$ cat src/hdl/gml_pkg.sv
`timescale 1ns / 1ps
// Measurement latch package: shared types, register map and constants.
// No dependencies.
package gml_pkg;

	localparam int CHANNELS_DEF = 12;
	localparam int QUEUE_DEPTH  = 2;
	localparam int CHAN_W       = 4;
	localparam int MASK_W       = 12;
	localparam int PADDR_W      = 4;
	localparam int PDATA_W      = 32;

	localparam logic [10:0] MAX_PHASE_RST = 11'd2046;
	localparam logic [4:0]  EPOCH1_MASK   = 5'h1f;
	localparam logic [4:0]  EPOCH1_WRAP   = 5'd19;
	localparam logic [8:0]  EPOCH20_MAX   = 9'd49;

	typedef enum logic [1:0] {
		REG_SIG_THRESH = 2'd0,
		REG_MIN_CLK    = 2'd1,
		REG_MAX_PHASE  = 2'd2
	} reg_idx_t;

	typedef struct packed {
		logic [15:0] sig_thresh;
		logic [2:0]  min_clk;
		logic [10:0] max_phase;
	} cfg_t;

	// one classified reading, front to back
	typedef struct packed {
		logic [CHAN_W-1:0] channel;
		logic              in_range;
		logic              valid;
		logic [10:0]       phase;
		logic [5:0]        e1;
		logic [7:0]        e20;
		logic [31:0]       carr;
		logic [15:0]       cdco;
		logic [15:0]       codedco;
		logic              missed;
		logic              last;
	} entry_t;

endpackage

$ cat src/hdl/gml_front.sv
`timescale 1ns / 1ps
// Front end: accepts readings, qualifies them and applies the code phase
// overflow correction. Depends on gml_pkg.
module gml_front import gml_pkg::*; #(
	parameter int CHANNELS = CHANNELS_DEF
) (
	input  logic              clk,
	input  logic              arst_n,
	input  cfg_t              cfg,
	input  logic              in_valid,
	output logic              in_stall,
	input  logic [CHAN_W-1:0] channel,
	input  logic              locked,
	input  logic [15:0]       signal_avg,
	input  logic [2:0]        clock_state,
	input  logic              time_set,
	input  logic [10:0]       chip_phase_in,
	input  logic [31:0]       carr_cycles_in,
	input  logic [15:0]       carrier_dco_phase_in,
	input  logic [15:0]       epoch_word,
	input  logic [15:0]       code_dco_phase_in,
	input  logic              missed_flag,
	input  logic              last_channel,
	input  logic              q_full,
	output logic              q_push,
	output entry_t            q_data
);

	localparam logic [CHAN_W:0] CHAN_LIMIT = (CHAN_W+1)'(CHANNELS);

	logic   valid_s1;
	entry_t entry_s1;
	entry_t entry_d;
	logic   load;
	logic   in_range;
	logic   qual;
	logic   [7:0] raw20;
	logic   [4:0] raw1;
	logic   [8:0] e20_inc;

	assign in_range = {1'b0, channel} < CHAN_LIMIT;
	assign qual = in_range && locked && (signal_avg > cfg.sig_thresh) &&
		(clock_state >= cfg.min_clk) && time_set;
	assign raw20 = epoch_word[15:8];
	assign raw1 = epoch_word[4:0] & EPOCH1_MASK;
	assign e20_inc = {1'b0, raw20} + 9'd1;

	always_comb begin
		entry_d          = '0;
		entry_d.channel  = channel;
		entry_d.in_range = in_range;
		entry_d.valid    = qual;
		entry_d.missed   = missed_flag;
		entry_d.last     = last_channel;
		if (qual) begin
			entry_d.carr    = carr_cycles_in;
			entry_d.cdco    = carrier_dco_phase_in;
			entry_d.codedco = code_dco_phase_in;
			if (chip_phase_in < cfg.max_phase) begin
				entry_d.phase = chip_phase_in;
				entry_d.e1    = {1'b0, raw1};
				entry_d.e20   = raw20;
			end else begin
				entry_d.phase = chip_phase_in - cfg.max_phase;
				if (raw1 == EPOCH1_WRAP) begin
					entry_d.e1  = '0;
					entry_d.e20 = (e20_inc > EPOCH20_MAX) ? 8'd0 : e20_inc[7:0];
				end else begin
					entry_d.e1  = {1'b0, raw1} + 6'd1;
					entry_d.e20 = raw20;
				end
			end
		end
	end

	assign q_push   = valid_s1 && !q_full;
	assign in_stall = valid_s1 && q_full;
	assign load     = in_valid && !in_stall;
	assign q_data   = entry_s1;

	always_ff @(posedge clk or negedge arst_n) begin
		if (!arst_n) begin
			valid_s1 <= 1'b0;
		end else if (load) begin
			valid_s1 <= 1'b1;
		end else if (q_push) begin
			valid_s1 <= 1'b0;
		end
	end

	always_ff @(posedge clk) begin
		if (load) begin
			entry_s1 <= entry_d;
		end
	end

endmodule

$ cat src/hdl/gml_queue.sv
`timescale 1ns / 1ps
// Short queue of classified readings between front and back end.
// Depends on gml_pkg.
module gml_queue import gml_pkg::*; (
	input  logic   clk,
	input  logic   arst_n,
	input  logic   push,
	input  entry_t wdata,
	input  logic   pop,
	output entry_t rdata,
	output logic   full,
	output logic   empty
);

	localparam int PTR_W = (QUEUE_DEPTH > 1) ? $clog2(QUEUE_DEPTH) : 1;
	localparam int CNT_W = $clog2(QUEUE_DEPTH + 1);

	entry_t             slots_q [QUEUE_DEPTH];
	logic [PTR_W-1:0]   wptr_q;
	logic [PTR_W-1:0]   rptr_q;
	logic [CNT_W-1:0]   count_q;

	assign full  = count_q == CNT_W'(QUEUE_DEPTH);
	assign empty = count_q == '0;
	assign rdata = slots_q[rptr_q];

	function automatic logic [PTR_W-1:0] ptr_inc(input logic [PTR_W-1:0] p);
		return (p == PTR_W'(QUEUE_DEPTH - 1)) ? '0 : p + PTR_W'(1);
	endfunction

	always_ff @(posedge clk or negedge arst_n) begin
		if (!arst_n) begin
			wptr_q  <= '0;
			rptr_q  <= '0;
			count_q <= '0;
		end else begin
			if (push) begin
				wptr_q <= ptr_inc(wptr_q);
			end
			if (pop) begin
				rptr_q <= ptr_inc(rptr_q);
			end
			if (push && !pop) begin
				count_q <= count_q + CNT_W'(1);
			end else if (pop && !push) begin
				count_q <= count_q - CNT_W'(1);
			end
		end
	end

	always_ff @(posedge clk) begin
		if (push) begin
			slots_q[wptr_q] <= wdata;
		end
	end

endmodule

$ cat src/hdl/gml_back.sv
`timescale 1ns / 1ps
// Back end: missed TIC counters, ready mask, clear decision and the result
// register. Depends on gml_pkg.
module gml_back import gml_pkg::*; #(
	parameter int CHANNELS = CHANNELS_DEF
) (
	input  logic              clk,
	input  logic              arst_n,
	input  entry_t            q_data,
	input  logic              q_empty,
	output logic              q_pop,
	output logic              out_valid,
	input  logic              out_stall,
	output logic [CHAN_W-1:0] out_channel,
	output logic              valid_res,
	output logic [10:0]       corrected_phase,
	output logic [5:0]        ms_epoch,
	output logic [7:0]        bit_epoch,
	output logic [31:0]       carr_cycles_out,
	output logic [15:0]       carrier_dco_phase_out,
	output logic [15:0]       code_dco_phase_out,
	output logic [15:0]       missed_total,
	output logic [MASK_W-1:0] ready_mask,
	output logic              clear_ranges,
	output logic              last
);

	localparam int IDX_W = (CHANNELS > 1) ? $clog2(CHANNELS) : 1;

	logic [15:0]         missed_q [CHANNELS];
	logic [CHANNELS-1:0] accum_q;
	logic                prev_any_q;
	logic                out_valid_q;
	entry_t              res_q;
	logic [15:0]         total_q;
	logic [MASK_W-1:0]   mask_q;
	logic                clear_q;

	logic [IDX_W-1:0]    idx;
	logic [15:0]         cnt_next;
	logic [CHANNELS-1:0] hit;
	logic [CHANNELS-1:0] mask_now;
	logic [MASK_W-1:0]   mask_out;
	logic                clear_now;

	assign q_pop = !q_empty && (!out_valid_q || !out_stall);
	assign idx = q_data.channel[IDX_W-1:0];
	assign cnt_next = missed_q[idx] + {15'd0, q_data.missed};

	always_comb begin
		for (int i = 0; i < CHANNELS; i++) begin
			hit[i] = q_data.valid && (q_data.channel == CHAN_W'(i));
		end
	end

	assign mask_now  = accum_q | hit;
	assign clear_now = q_data.last && (mask_now == '0) && prev_any_q;

	// mask bits above the result field width still count for the clear decision
	for (genvar g = 0; g < MASK_W; g++) begin : g_mask
		if (g < CHANNELS) begin : g_on
			assign mask_out[g] = mask_now[g];
		end else begin : g_off
			assign mask_out[g] = 1'b0;
		end
	end

	always_ff @(posedge clk or negedge arst_n) begin
		if (!arst_n) begin
			for (int i = 0; i < CHANNELS; i++) begin
				missed_q[i] <= '0;
			end
			accum_q     <= '0;
			prev_any_q  <= 1'b0;
			out_valid_q <= 1'b0;
		end else begin
			if (q_pop) begin
				out_valid_q <= 1'b1;
				if (q_data.in_range) begin
					missed_q[idx] <= cnt_next;
				end
				if (q_data.last) begin
					accum_q    <= '0;
					prev_any_q <= |mask_now;
				end else begin
					accum_q <= mask_now;
				end
			end else if (!out_stall) begin
				out_valid_q <= 1'b0;
			end
		end
	end

	always_ff @(posedge clk) begin
		if (q_pop) begin
			res_q   <= q_data;
			total_q <= q_data.in_range ? cnt_next : 16'd0;
			mask_q  <= mask_out;
			clear_q <= clear_now;
		end
	end

	assign out_valid             = out_valid_q;
	assign out_channel           = res_q.channel;
	assign valid_res             = res_q.valid;
	assign corrected_phase       = res_q.phase;
	assign ms_epoch              = res_q.e1;
	assign bit_epoch             = res_q.e20;
	assign carr_cycles_out       = res_q.carr;
	assign carrier_dco_phase_out = res_q.cdco;
	assign code_dco_phase_out    = res_q.codedco;
	assign missed_total          = total_q;
	assign ready_mask            = mask_q;
	assign clear_ranges          = clear_q;
	assign last                  = res_q.last;

endmodule

$ cat src/hdl/gps_measurement_latch.sv
`timescale 1ns / 1ps
// Measurement latch top level: configuration registers, front end, queue
// and back end. Depends on gml_pkg, gml_front, gml_queue and gml_back.
//
// Takes one correlator channel reading per beat and returns one measurement
// per reading, in order. Throughput is one reading per clock unless in_stall
// or out_stall holds the flow; a reading's measurement passes through the
// input register, a queue slot and the result register. The two-entry queue
// lets the input side keep taking beats for a short while when the output is
// stalled. Configuration is written over the APB port at byte addresses 0
// (signal loss threshold), 4 (minimum clock state) and 8 (maximum code phase);
// the user must write it only while the block is idle; the block does not enforce this.
module gps_measurement_latch import gml_pkg::*; #(
	parameter int CHANNELS = CHANNELS_DEF
) (
	input  logic               clk,
	input  logic               arst_n,
	input  logic               psel,
	input  logic               penable,
	input  logic               pwrite,
	input  logic [PADDR_W-1:0] paddr,
	input  logic [PDATA_W-1:0] pwdata,
	output logic [PDATA_W-1:0] prdata,
	output logic               pready,
	input  logic               in_valid,
	output logic               in_stall,
	input  logic [CHAN_W-1:0]  channel,
	input  logic               locked,
	input  logic [15:0]        signal_avg,
	input  logic [2:0]         clock_state,
	input  logic               time_set,
	input  logic [10:0]        chip_phase_in,
	input  logic [31:0]        carr_cycles_in,
	input  logic [15:0]        carrier_dco_phase_in,
	input  logic [15:0]        epoch_word,
	input  logic [15:0]        code_dco_phase_in,
	input  logic               missed_flag,
	input  logic               last_channel,
	output logic               out_valid,
	input  logic               out_stall,
	output logic [CHAN_W-1:0]  out_channel,
	output logic               valid_res,
	output logic [10:0]        corrected_phase,
	output logic [5:0]         ms_epoch,
	output logic [7:0]         bit_epoch,
	output logic [31:0]        carr_cycles_out,
	output logic [15:0]        carrier_dco_phase_out,
	output logic [15:0]        code_dco_phase_out,
	output logic [15:0]        missed_total,
	output logic [MASK_W-1:0]  ready_mask,
	output logic               clear_ranges,
	output logic               last
);

	cfg_t     cfg_q;
	reg_idx_t reg_sel;
	logic     wr_en;
	logic     q_push;
	logic     q_pop;
	logic     q_full;
	logic     q_empty;
	entry_t   q_wdata;
	entry_t   q_rdata;

	assign pready  = 1'b1;
	assign reg_sel = reg_idx_t'(paddr[3:2]);
	assign wr_en   = psel && penable && pwrite && pready;

	always_ff @(posedge clk or negedge arst_n) begin
		if (!arst_n) begin
			cfg_q.sig_thresh <= '0;
			cfg_q.min_clk    <= '0;
			cfg_q.max_phase  <= MAX_PHASE_RST;
		end else if (wr_en) begin
			case (reg_sel)
				REG_SIG_THRESH: cfg_q.sig_thresh <= pwdata[15:0];
				REG_MIN_CLK:    cfg_q.min_clk    <= pwdata[2:0];
				REG_MAX_PHASE:  cfg_q.max_phase  <= pwdata[10:0];
				default: ;
			endcase
		end
	end

	always_comb begin
		case (reg_sel)
			REG_SIG_THRESH: prdata = {16'd0, cfg_q.sig_thresh};
			REG_MIN_CLK:    prdata = {29'd0, cfg_q.min_clk};
			REG_MAX_PHASE:  prdata = {21'd0, cfg_q.max_phase};
			default:        prdata = '0;
		endcase
	end

	gml_front #(.CHANNELS(CHANNELS)) u_front (
		.clk                  (clk),
		.arst_n               (arst_n),
		.cfg                  (cfg_q),
		.in_valid             (in_valid),
		.in_stall             (in_stall),
		.channel              (channel),
		.locked               (locked),
		.signal_avg           (signal_avg),
		.clock_state          (clock_state),
		.time_set             (time_set),
		.chip_phase_in        (chip_phase_in),
		.carr_cycles_in       (carr_cycles_in),
		.carrier_dco_phase_in (carrier_dco_phase_in),
		.epoch_word           (epoch_word),
		.code_dco_phase_in    (code_dco_phase_in),
		.missed_flag          (missed_flag),
		.last_channel         (last_channel),
		.q_full               (q_full),
		.q_push               (q_push),
		.q_data               (q_wdata)
	);

	gml_queue u_queue (
		.clk    (clk),
		.arst_n (arst_n),
		.push   (q_push),
		.wdata  (q_wdata),
		.pop    (q_pop),
		.rdata  (q_rdata),
		.full   (q_full),
		.empty  (q_empty)
	);

	gml_back #(.CHANNELS(CHANNELS)) u_back (
		.clk                   (clk),
		.arst_n                (arst_n),
		.q_data                (q_rdata),
		.q_empty               (q_empty),
		.q_pop                 (q_pop),
		.out_valid             (out_valid),
		.out_stall             (out_stall),
		.out_channel           (out_channel),
		.valid_res             (valid_res),
		.corrected_phase       (corrected_phase),
		.ms_epoch              (ms_epoch),
		.bit_epoch             (bit_epoch),
		.carr_cycles_out       (carr_cycles_out),
		.carrier_dco_phase_out (carrier_dco_phase_out),
		.code_dco_phase_out    (code_dco_phase_out),
		.missed_total          (missed_total),
		.ready_mask            (ready_mask),
		.clear_ranges          (clear_ranges),
		.last                  (last)
	);

endmodule
$ cat config.mk
export PLATFORM = sky130hd
export DESIGN_NAME = gps_measurement_latch
export DESIGN_NICKNAME = d
export VERILOG_FILES = /design/src/hdl/gml_pkg.sv /design/src/hdl/gml_front.sv /design/src/hdl/gml_queue.sv /design/src/hdl/gml_back.sv /design/src/hdl/gps_measurement_latch.sv
export SDC_FILE = /design/constraint.sdc
export NUM_CORES = 1
export LEC_CHECK = 0
export ABC_AREA = 1
export BUFFER_PORTS_ARGS = -buffer_cell sky130_fd_sc_hd__clkbuf_2
export CELL_PAD_IN_SITES_DETAIL_PLACEMENT = 0
export CELL_PAD_IN_SITES_GLOBAL_PLACEMENT = 1
export CORE_AREA = 2 2 191 380
export DETAILED_ROUTE_END_ITERATION = 6
export DIE_AREA = 0 0 193 382
export PLACE_DENSITY = 0.82
export SLEW_MARGIN = 30
export SYNTH_ARGS = -nofsm -noshare
export SYNTH_HDL_FRONTEND = slang
export SYNTH_SLANG_ARGS = --single-unit
$ cat constraint.sdc
create_clock -name clk -period 8.3 [get_ports clk]
set_input_delay 0.415 -clock clk [delete_from_list [all_inputs] [get_ports clk]]
set_output_delay 0.415 -clock clk [all_outputs]
set_load 0.005 [all_outputs]
==> results.md, run 1 <==
- Period Utilization, post-route: a little over 60%
- Worst-path clk slew: roughly 0.070 ns
- Hold_ws: about 0.042 ns
- Post-detailed-route wirelength per cell: 17.5 µm
- Arrival @ worst endpoint: 5.45 ns
- Skew final: 0.0431 ns
- Register bit total from synthesis: 656
- Post-layout minimum cycle time: 5.09 ns
- Unrepaired setup endpoints after global routing: no
- Hpwl dp: 44600 µm
- Total CTS buffers: 57
- Clock sink count: approximately 660
- Top Metal Used: met4
- Critical-path cell list: inv_8, nand2_1, o21ai_4, buf_4, nor2_4, inv_2, o22ai_1, o21ai_0, nand2_1, nor2_1, ha_1, ha_1, nand3_1, nor2_4, nand4_1, nand2_1, nor2_1
- Worst Path Max Fanout: 100
- Synthesized area per cell: between 10 and 15 µm²
- Sequential share of the synthesized area: about two thirds
- Slowest cell on crit path: nand4_1
- Cell row count: ~140
- Dpl cell area: 30000 µm²
- DIE WIDTH: slightly below 200 µm
- Wl on met1: 26200 µm
- Required @ worst endpoint: 8.66 ns
- Largest net degree at the start of global routing: 123
- Vias in the first global route: between 15000 and 20000
- Setup crit end kind: flop
- Synth Flop Type: edfxtp_1
- DIE AREA: about 74000 µm²
- Most used cell, CP: nand2_1
- Crit path kind: flop to flop
- First-pass GRT wire length: 106000 µm
- DR vias: approximately 19000
- Power Total: between 0.01 and 0.015 W
- Residual DRC count: 0
- Synth Instances: 2725
- Maximum clock insertion buffer count: 3
- Share of cells above drive strength 1: between 15 and 20%
- Post-synth EDFFs: ~420
- Port bufs: around 280
- Synth Cell Area: roughly 28000 µm²
- Hold Crit Class: input port to flop
- Syn. warnings: 0
- Max-cap viol count: 0
- Final hold violation count: 0
- Final TNS setup: 0 ns
- Final wirelength: roughly 69000 µm
- Max_slew headroom: between 30% and 40%
- Netlist cell types: 51
- Initial antenna violation count: 3
- WL met2: approximately 36000 µm
- Core Region: 70800 µm²
- H-Tree Level Count: 2
- Ports: 320
- Status: finished, final reports clean
- Nets@finish: roughly 3200
- Initial DRC count: around 1500
- Fin area: approximately 32000 µm²
- Via/cell ratio: ~4.9
- Clock Latency Late Sink: roughly 0.64 ns
- Asr flop ratio synth: between 30% and 40%
- Slew @ Worst Pin: slightly below 1 ns
- Grt ovf: 0
- Met3 routed WL: around 3900 µm
- F_max: ~0.20 GHz
- Die extent in y: between 300 and 400 µm
- Routability Congestion: just over 0.8
- Area grow syn2layout: 14.9%
- PwrDens: 324 nW/µm²
- Initial core utilization: between 30% and 40%
- Leak Pwr: 14.7 nW
- Setup-failing EPs final: 0
- DRT antenna net count: 0
- Crit start category: flop
- Max stage delay on crit path: ~0.64 ns
- VDD IR-drop max: ~0.24 mV
- Gr usage total: between 10% and 20%
- Max-slew violations: 0
- Root buffer selected by CTS: clkbuf_16
- CTS tree: built
- Postcts setup bufs: 0
- Drt first pass iters: 5
state kept, by name, summed over array words and instances (netlist names), 2 cells and up:
signal,flops
u_back.carr_cycles_out,32
u_queue.slots_q,194
u_back.corrected_phase,11
u_back.out_channel,4
u_back.missed_total,16
u_queue.count_q,2
u_front.q_data,97
u_back.accum_q,12
u_back.ms_epoch,6
cfg_q,30
u_back.code_dco_phase_out,16
u_back.ready_mask,12
u_back.carrier_dco_phase_out,16
u_back.bit_epoch,8
u_back.missed_q,192
where the power goes:
group | leakage, nW | switching [W] | internal (W)
Combinational | 6.50 | 0.00213 | 0.000703
Sequential | 7.30 | 0.000279 | 0.00462
Clock | 0.917 | 0.00123 | 0.00146
cells in the mapped netlist, types with 2 or more instances:
cell	n	area, µm²
inv_2	18	67.6
nand3_2	9	90.1
nor3_1	6	30.0
inv_1	178	668
conb_1	2	7.51
a211oi_1	4	30.0
nor2_1	127	477
buf_1	8	30.0
o21ai_2	2	17.5
o221ai_1	2	17.5
o22ai_1	12	75.1
clkbuf_1	43	161
dfrtp_1	231	5780
buf_6	10	113
o21ai_0	166	831
mux2i_1	2	20.0
nor2_2	4	25.0
ha_1	36	450
nor4_1	5	31.3
nand2_4	2	22.5
edfxtp_1	415	12500
o21ai_1	30	150
nor2_4	4	45.0
dfstp_2	10	263
buf_2	45	225
or2_2	3	18.8
nand3b_1	3	22.5
a21oi_1	41	205
nand3_1	149	746
xor2_1	11	96.3
clkbuf_2	2	10.0
nand2_1	1058	3970
nand2_2	5	31.3
nand4_1	8	50.1
buf_4	33	248
nor3_4	12	195
o21ai_4	2	32.5
xnor2_1	8	70.1
nor2_8	2	40.0
a22oi_1	6	45.0
cell type report:
| class | instances | area, µm² |
|---|---|---|
| diodes | 3 | 7.51 |
| clock buffers | 70 | 1500 |
| clock inverters | 37 | 374 |
| fillers | 6623 | 38600 |
| inverters | 197 | 754 |
| multi-input cells | 1745 | 8060 |
| flip-flops and latches | 656 | 18500 |
| well taps | 910 | 1140 |
| repair buffers | 323 | 1820 |
worst paths after layout:
| path | startpoint | depth (start not counted) | slack, ns | endpoint |
|---|---|---|---|---|
| min in group asynchronous | arst_n | 2 | 0.29 | u_back.missed_q[61]$_DFFE_PN0P_ |
| max reg2reg | u_queue.rptr_q$_DFFE_PN0P_ | 17 | 3.21 | u_back.missed_total[14]$_SDFFCE_PN0P_ |
| min reg2reg | u_front.q_data[7]$_SDFFCE_PN0P_ | 0 | 0.43 | u_queue.slots_q[1][7]$_DFFE_PP_ |
| max | u_queue.rptr_q$_DFFE_PN0P_ | 17 | 3.21 | u_back.missed_total[14]$_SDFFCE_PN0P_ |
| min | pwdata[15] | 3 | 0.04 | cfg_q[29]$_DFFE_PN0P_ |
| max in group asynchronous | arst_n | 4 | 6.30 | u_queue.rptr_q$_DFFE_PN0P_ |
through the flow:
step | util [%] | std cells | worst slack [ns]
2_1_floorplan | - | 2740 | 2.96
3_3_place_gp | 42.4 | 3810 | 3.44
3_5_place_dp | 42.4 | 3811 | 3.39
4_1_cts | 45.3 | 3937 | 3.35
5_1_grt | 45.4 | 3941 | 2.90
6_report | 45.4 | 3941 | 3.21
placed cells by master (no fill, tap or decap), drive strengths merged, types with 17 or more instances in the layout:
master       instances
a21oi               41
buf                 24
clkbuf             350
clkinv              24
conb                17
dfrtp              231
dlygate4sd3         19
edfxtp             415
ha                  36
inv                203
nand2             1065
nand3              158
nor2               137
nor3                18
o21ai              200
what timing repair did:
action	4_1_cts	5_1_grt
hold buffers	19	0
endpoints found under the hold margin	142	0
gates resized for setup	0	0
worst max-delay path, delay by kind of cell, from the launching register on:
family | cells | cell delay (ns)
AO/OA/AOI/OAI | 3 | 0.34
adder cells (fa/ha/maj) | 2 | 0.58
flip-flops | 1 | 0.51
buffers and inverters | 3 | 1.25
AND/OR/NAND/NOR | 9 | 1.97
cell families (layout without fill, tap and decap cells):
family          Yosys count  count (layout)  synth area share (%)
buf+inv                 339             627                  5.54
compound gates          271             271                  5.19
mux                       2               2                0.0716
simple gates           1399            1399                  20.8
other cells               2              20                0.0268
xor+xnor                 19              19                 0.595
fa+ha+maj                37              37                  1.68
flops                   656             656                  66.1
per-layer routing:
| metal | vias to the layer above | GRT usage [%] |
|---|---|---|
| li1 | 9387 | - |
| met1 | 9129 | 21.6 |
| met2 | 588 | 34.0 |
| met3 | 161 | 2.67 |
| met4 | 0 | 8.73 |
| met5 | - | 0 |
(Power assumes the default switching activity.)
==> inputs of run 2 (changes only) <==
PLACE_DENSITY = 0.85   (was 0.82)
clock period = 4.5 ns   (was 8.3 ns; I/O delays follow)
==> results.md, run 2 (synthesis results as in run 1) <==
- Critical-path cell list: inv_8, nand2_4, nand2_2, buf_4, nand2_1, nand2_1, nand2_1, nand2_1, nand2_1, nand3_1, ha_1, nand3_1, nor2_4, nand3_1, nand2_1, nand2_1, nor2_1
- Vias in the first global route: ~20000
- Leak Pwr: 15.2 nW
- Nets@finish: around 3300
- Hold_ws: 0.0423 ns
- Clock network power share: 25.7%
- Worst Path Max Fanout: 54
- Postcts setup bufs: 0
- Most used cell, CP: nand2_1
- Reg2reg start: u_queue.rptr_q$_DFFE_PN0P_
- Switching power: 0.00686 W
- Top reg by flops: u_queue.slots_q
- F_max: between 0.2 and 0.3 GHz
- Post-layout minimum cycle time: 3.79 ns
- Max_slew headroom: between 30 and 40%
- Initial DRC count: 1288
- Gate power share: about 28%
- Hpwl dp: 47200 µm
- Arrival @ worst endpoint: approximately 4.3 ns
- Final wirelength: slightly above 70000 µm
- Worst path top cell family by delay: simple AND/OR/NAND/NOR gates
- Ports: 320
- Share of cells above drive strength 1: 16.0%
- DIE AREA: about 74000 µm²
- Largest net degree at the start of global routing: 113
- PwrDens: about 590 nW/µm²
- Setup WS pre-CTS: between 0.7 and 0.8 ns
- Skew final: 0.0445 ns
- Hold Crit Class: input port to flop
- Via/cell ratio: just under 5
- Most common cell after layout, fill and taps aside: nand2_1
- Buf/Inv on CP: 2
- Slowest cell on crit path: dfrtp_4
- Area grow syn2layout: 19.0%
- Max-cap viol count: 0
- Residual DRC count: 0
- Routability Congestion: between 0.8 and 0.9
- Flop pwr share: 46.3%
- Status: finished, final reports clean
- Slew @ Worst Pin: 0.965 ns
- FF/Latch Area: 18500 µm²
- Max reg flops: 194
- Switch share: a little over a third
- Post-detailed-route wirelength per cell: ~18 µm
- Grt ovf: 0
- H-Tree Level Count: 2
- Area of the multi-input gates: around 8000 µm²
- Period Utilization, post-route: 84.3%
- Clock Latency Late Sink: between 0.6 and 0.7 ns
- Cell row count: between 100 and 150
- First-pass GRT wire length: ~110000 µm
- Final TNS setup: 0 ns
- Die extent in y: 382 µm
- Most frequent cells in the layout: nand2_1, edfxtp_1, clkbuf_2, dfrtp_1, inv_1
- Port bufs: between 200 and 300
- Unrepaired setup endpoints after global routing: no
- Hold wc startpoint: chip_phase_in[4]
- DIE WIDTH: 193 µm
- # fillers: around 6600
- CTS tree: built
- Total CTS buffers: 56
- Worst-path clk slew: around 0.070 ns
- Maximum clock insertion buffer count: 3
- Final hold violation count: 0
- Initial core utilization: 39.5%
- Setup crit end kind: flop
- Max stage delay on crit path: about 0.57 ns
- Root buffer selected by CTS: clkbuf_16
- Initial antenna violation count: 3
- Max-slew violations: 0
- Clock sink count: roughly 660
- Gr usage total: around 20%
- DRT antenna net count: 0
- Pint: between 0.01 and 0.015 W
- Drt first pass iters: 5
- Setup-failing EPs final: 0
- CP startpoint: u_queue.rptr_q$_DFFE_PN0P_
- Crit start category: flop
- Crit path kind: flop to flop
- VDD IR-drop max: just under 0.5 mV
- Required @ worst endpoint: between 4 and 5 ns
- Worst setup margin: around 0.71 ns
- DR vias: about 20000
- Core Region: around 71000 µm²
==> run 2: cell types whose count changed in the layout (fill, tap and decap cells not counted), sizes merged <==
| cell | previous run | this run |
|---|---|---|
| inv | 203 | 198 |
| buf | 24 | 45 |
| dlygate4sd3 | 19 | 110 |
| clkinv | 24 | 30 |
| bufinv | 5 | 7 |
| clkinvlp | 2 | 8 |
| diode | 3 | 2 |
| clkbuf | 350 | 340 |
==> run 2: timing repair <==
item                                   CTS  global route
endpoints found under the hold margin  208             0
resized for setup                        0             0
hold buffers                           110             0
==> run 2: path summary, 6_finish.rpt <==
path | to | slack [ns] | cells past startpoint
setup / recovery | u_back.missed_total[14]$_SDFFCE_PN0P_ | 0.71 | 17
hold / removal | u_front.q_data[84]$_SDFFCE_PN0P_ | 0.04 | 3
setup reg to reg | u_back.missed_total[14]$_SDFFCE_PN0P_ | 0.71 | 17
hold reg to reg | u_queue.slots_q[1][83]$_DFFE_PP_ | 0.43 | 0
max in group asynchronous | u_back.missed_q[67]$_DFFE_PN0P_ | 3.19 | 3
min in group asynchronous | u_back.missed_q[62]$_DFFE_PN0P_ | 0.19 | 2
==> run 2: final cells by class <==
cell class / instances / area share [%]
sequential: 656 / 55.6
multi-input combinational: 1745 / 24.1
timing repair buffer: 435 / 8.82
clock buffer: 60 / 4.35
tap: 910 / 3.42
inverter: 197 / 2.28
clock inverter: 46 / 1.41
antenna: 2 / 0.0150
==> run 2: worst reg2reg max path: stages, from the launching register on <==
cell and delay [ns]:
dfrtp_4 0.57, inv_8 0.21, nand2_4 0.11, nand2_2 0.21, buf_4 0.57, nand2_1 0.11, nand2_1 0.08, nand2_1 0.05
nand2_1 0.07, nand2_1 0.05, nand3_1 0.19, ha_1 0.23, nand3_1 0.17, nor2_4 0.27, nand3_1 0.11, nand2_1 0.41
nand2_1 0.11, nor2_1 0.12
==> run 2: power groups by stage <==
stage | Combinational, W | Clock (W) | Sequential, W
final | 0.00547 | 0.00504 | 0.00907
after global routing | 0.00604 | 0.00536 | 0.00922
after CTS | 0.00554 | 0.00516 | 0.00908
after detailed placement | 0.00544 | 0 | 0.00919
after global placement | 0.00534 | 0 | 0.00914
after floorplan | 0.00312 | 0 | 0.00916
==> run 2: layer usage <==
metal	global-route usage [%]	share of wire (%)
met2	36.1	53
met3	3.55	5.9
met5	0	0.021
met4	8.39	4.1
met1	22.3	37
==> run 2: through the flow <==
stage | util (%) | instance area, µm² | std cells | power (W)
global route | 47.0 | 33300 | 4051 | 0.0206
global placement | 42.7 | 30200 | 3831 | 0.0145
floorplan | - | 28000 | 2740 | 0.0123
detailed placement | 42.7 | 30200 | 3832 | 0.0146
finish | 47.0 | 33300 | 4051 | 0.0196
CTS | 47.0 | 33300 | 4048 | 0.0198
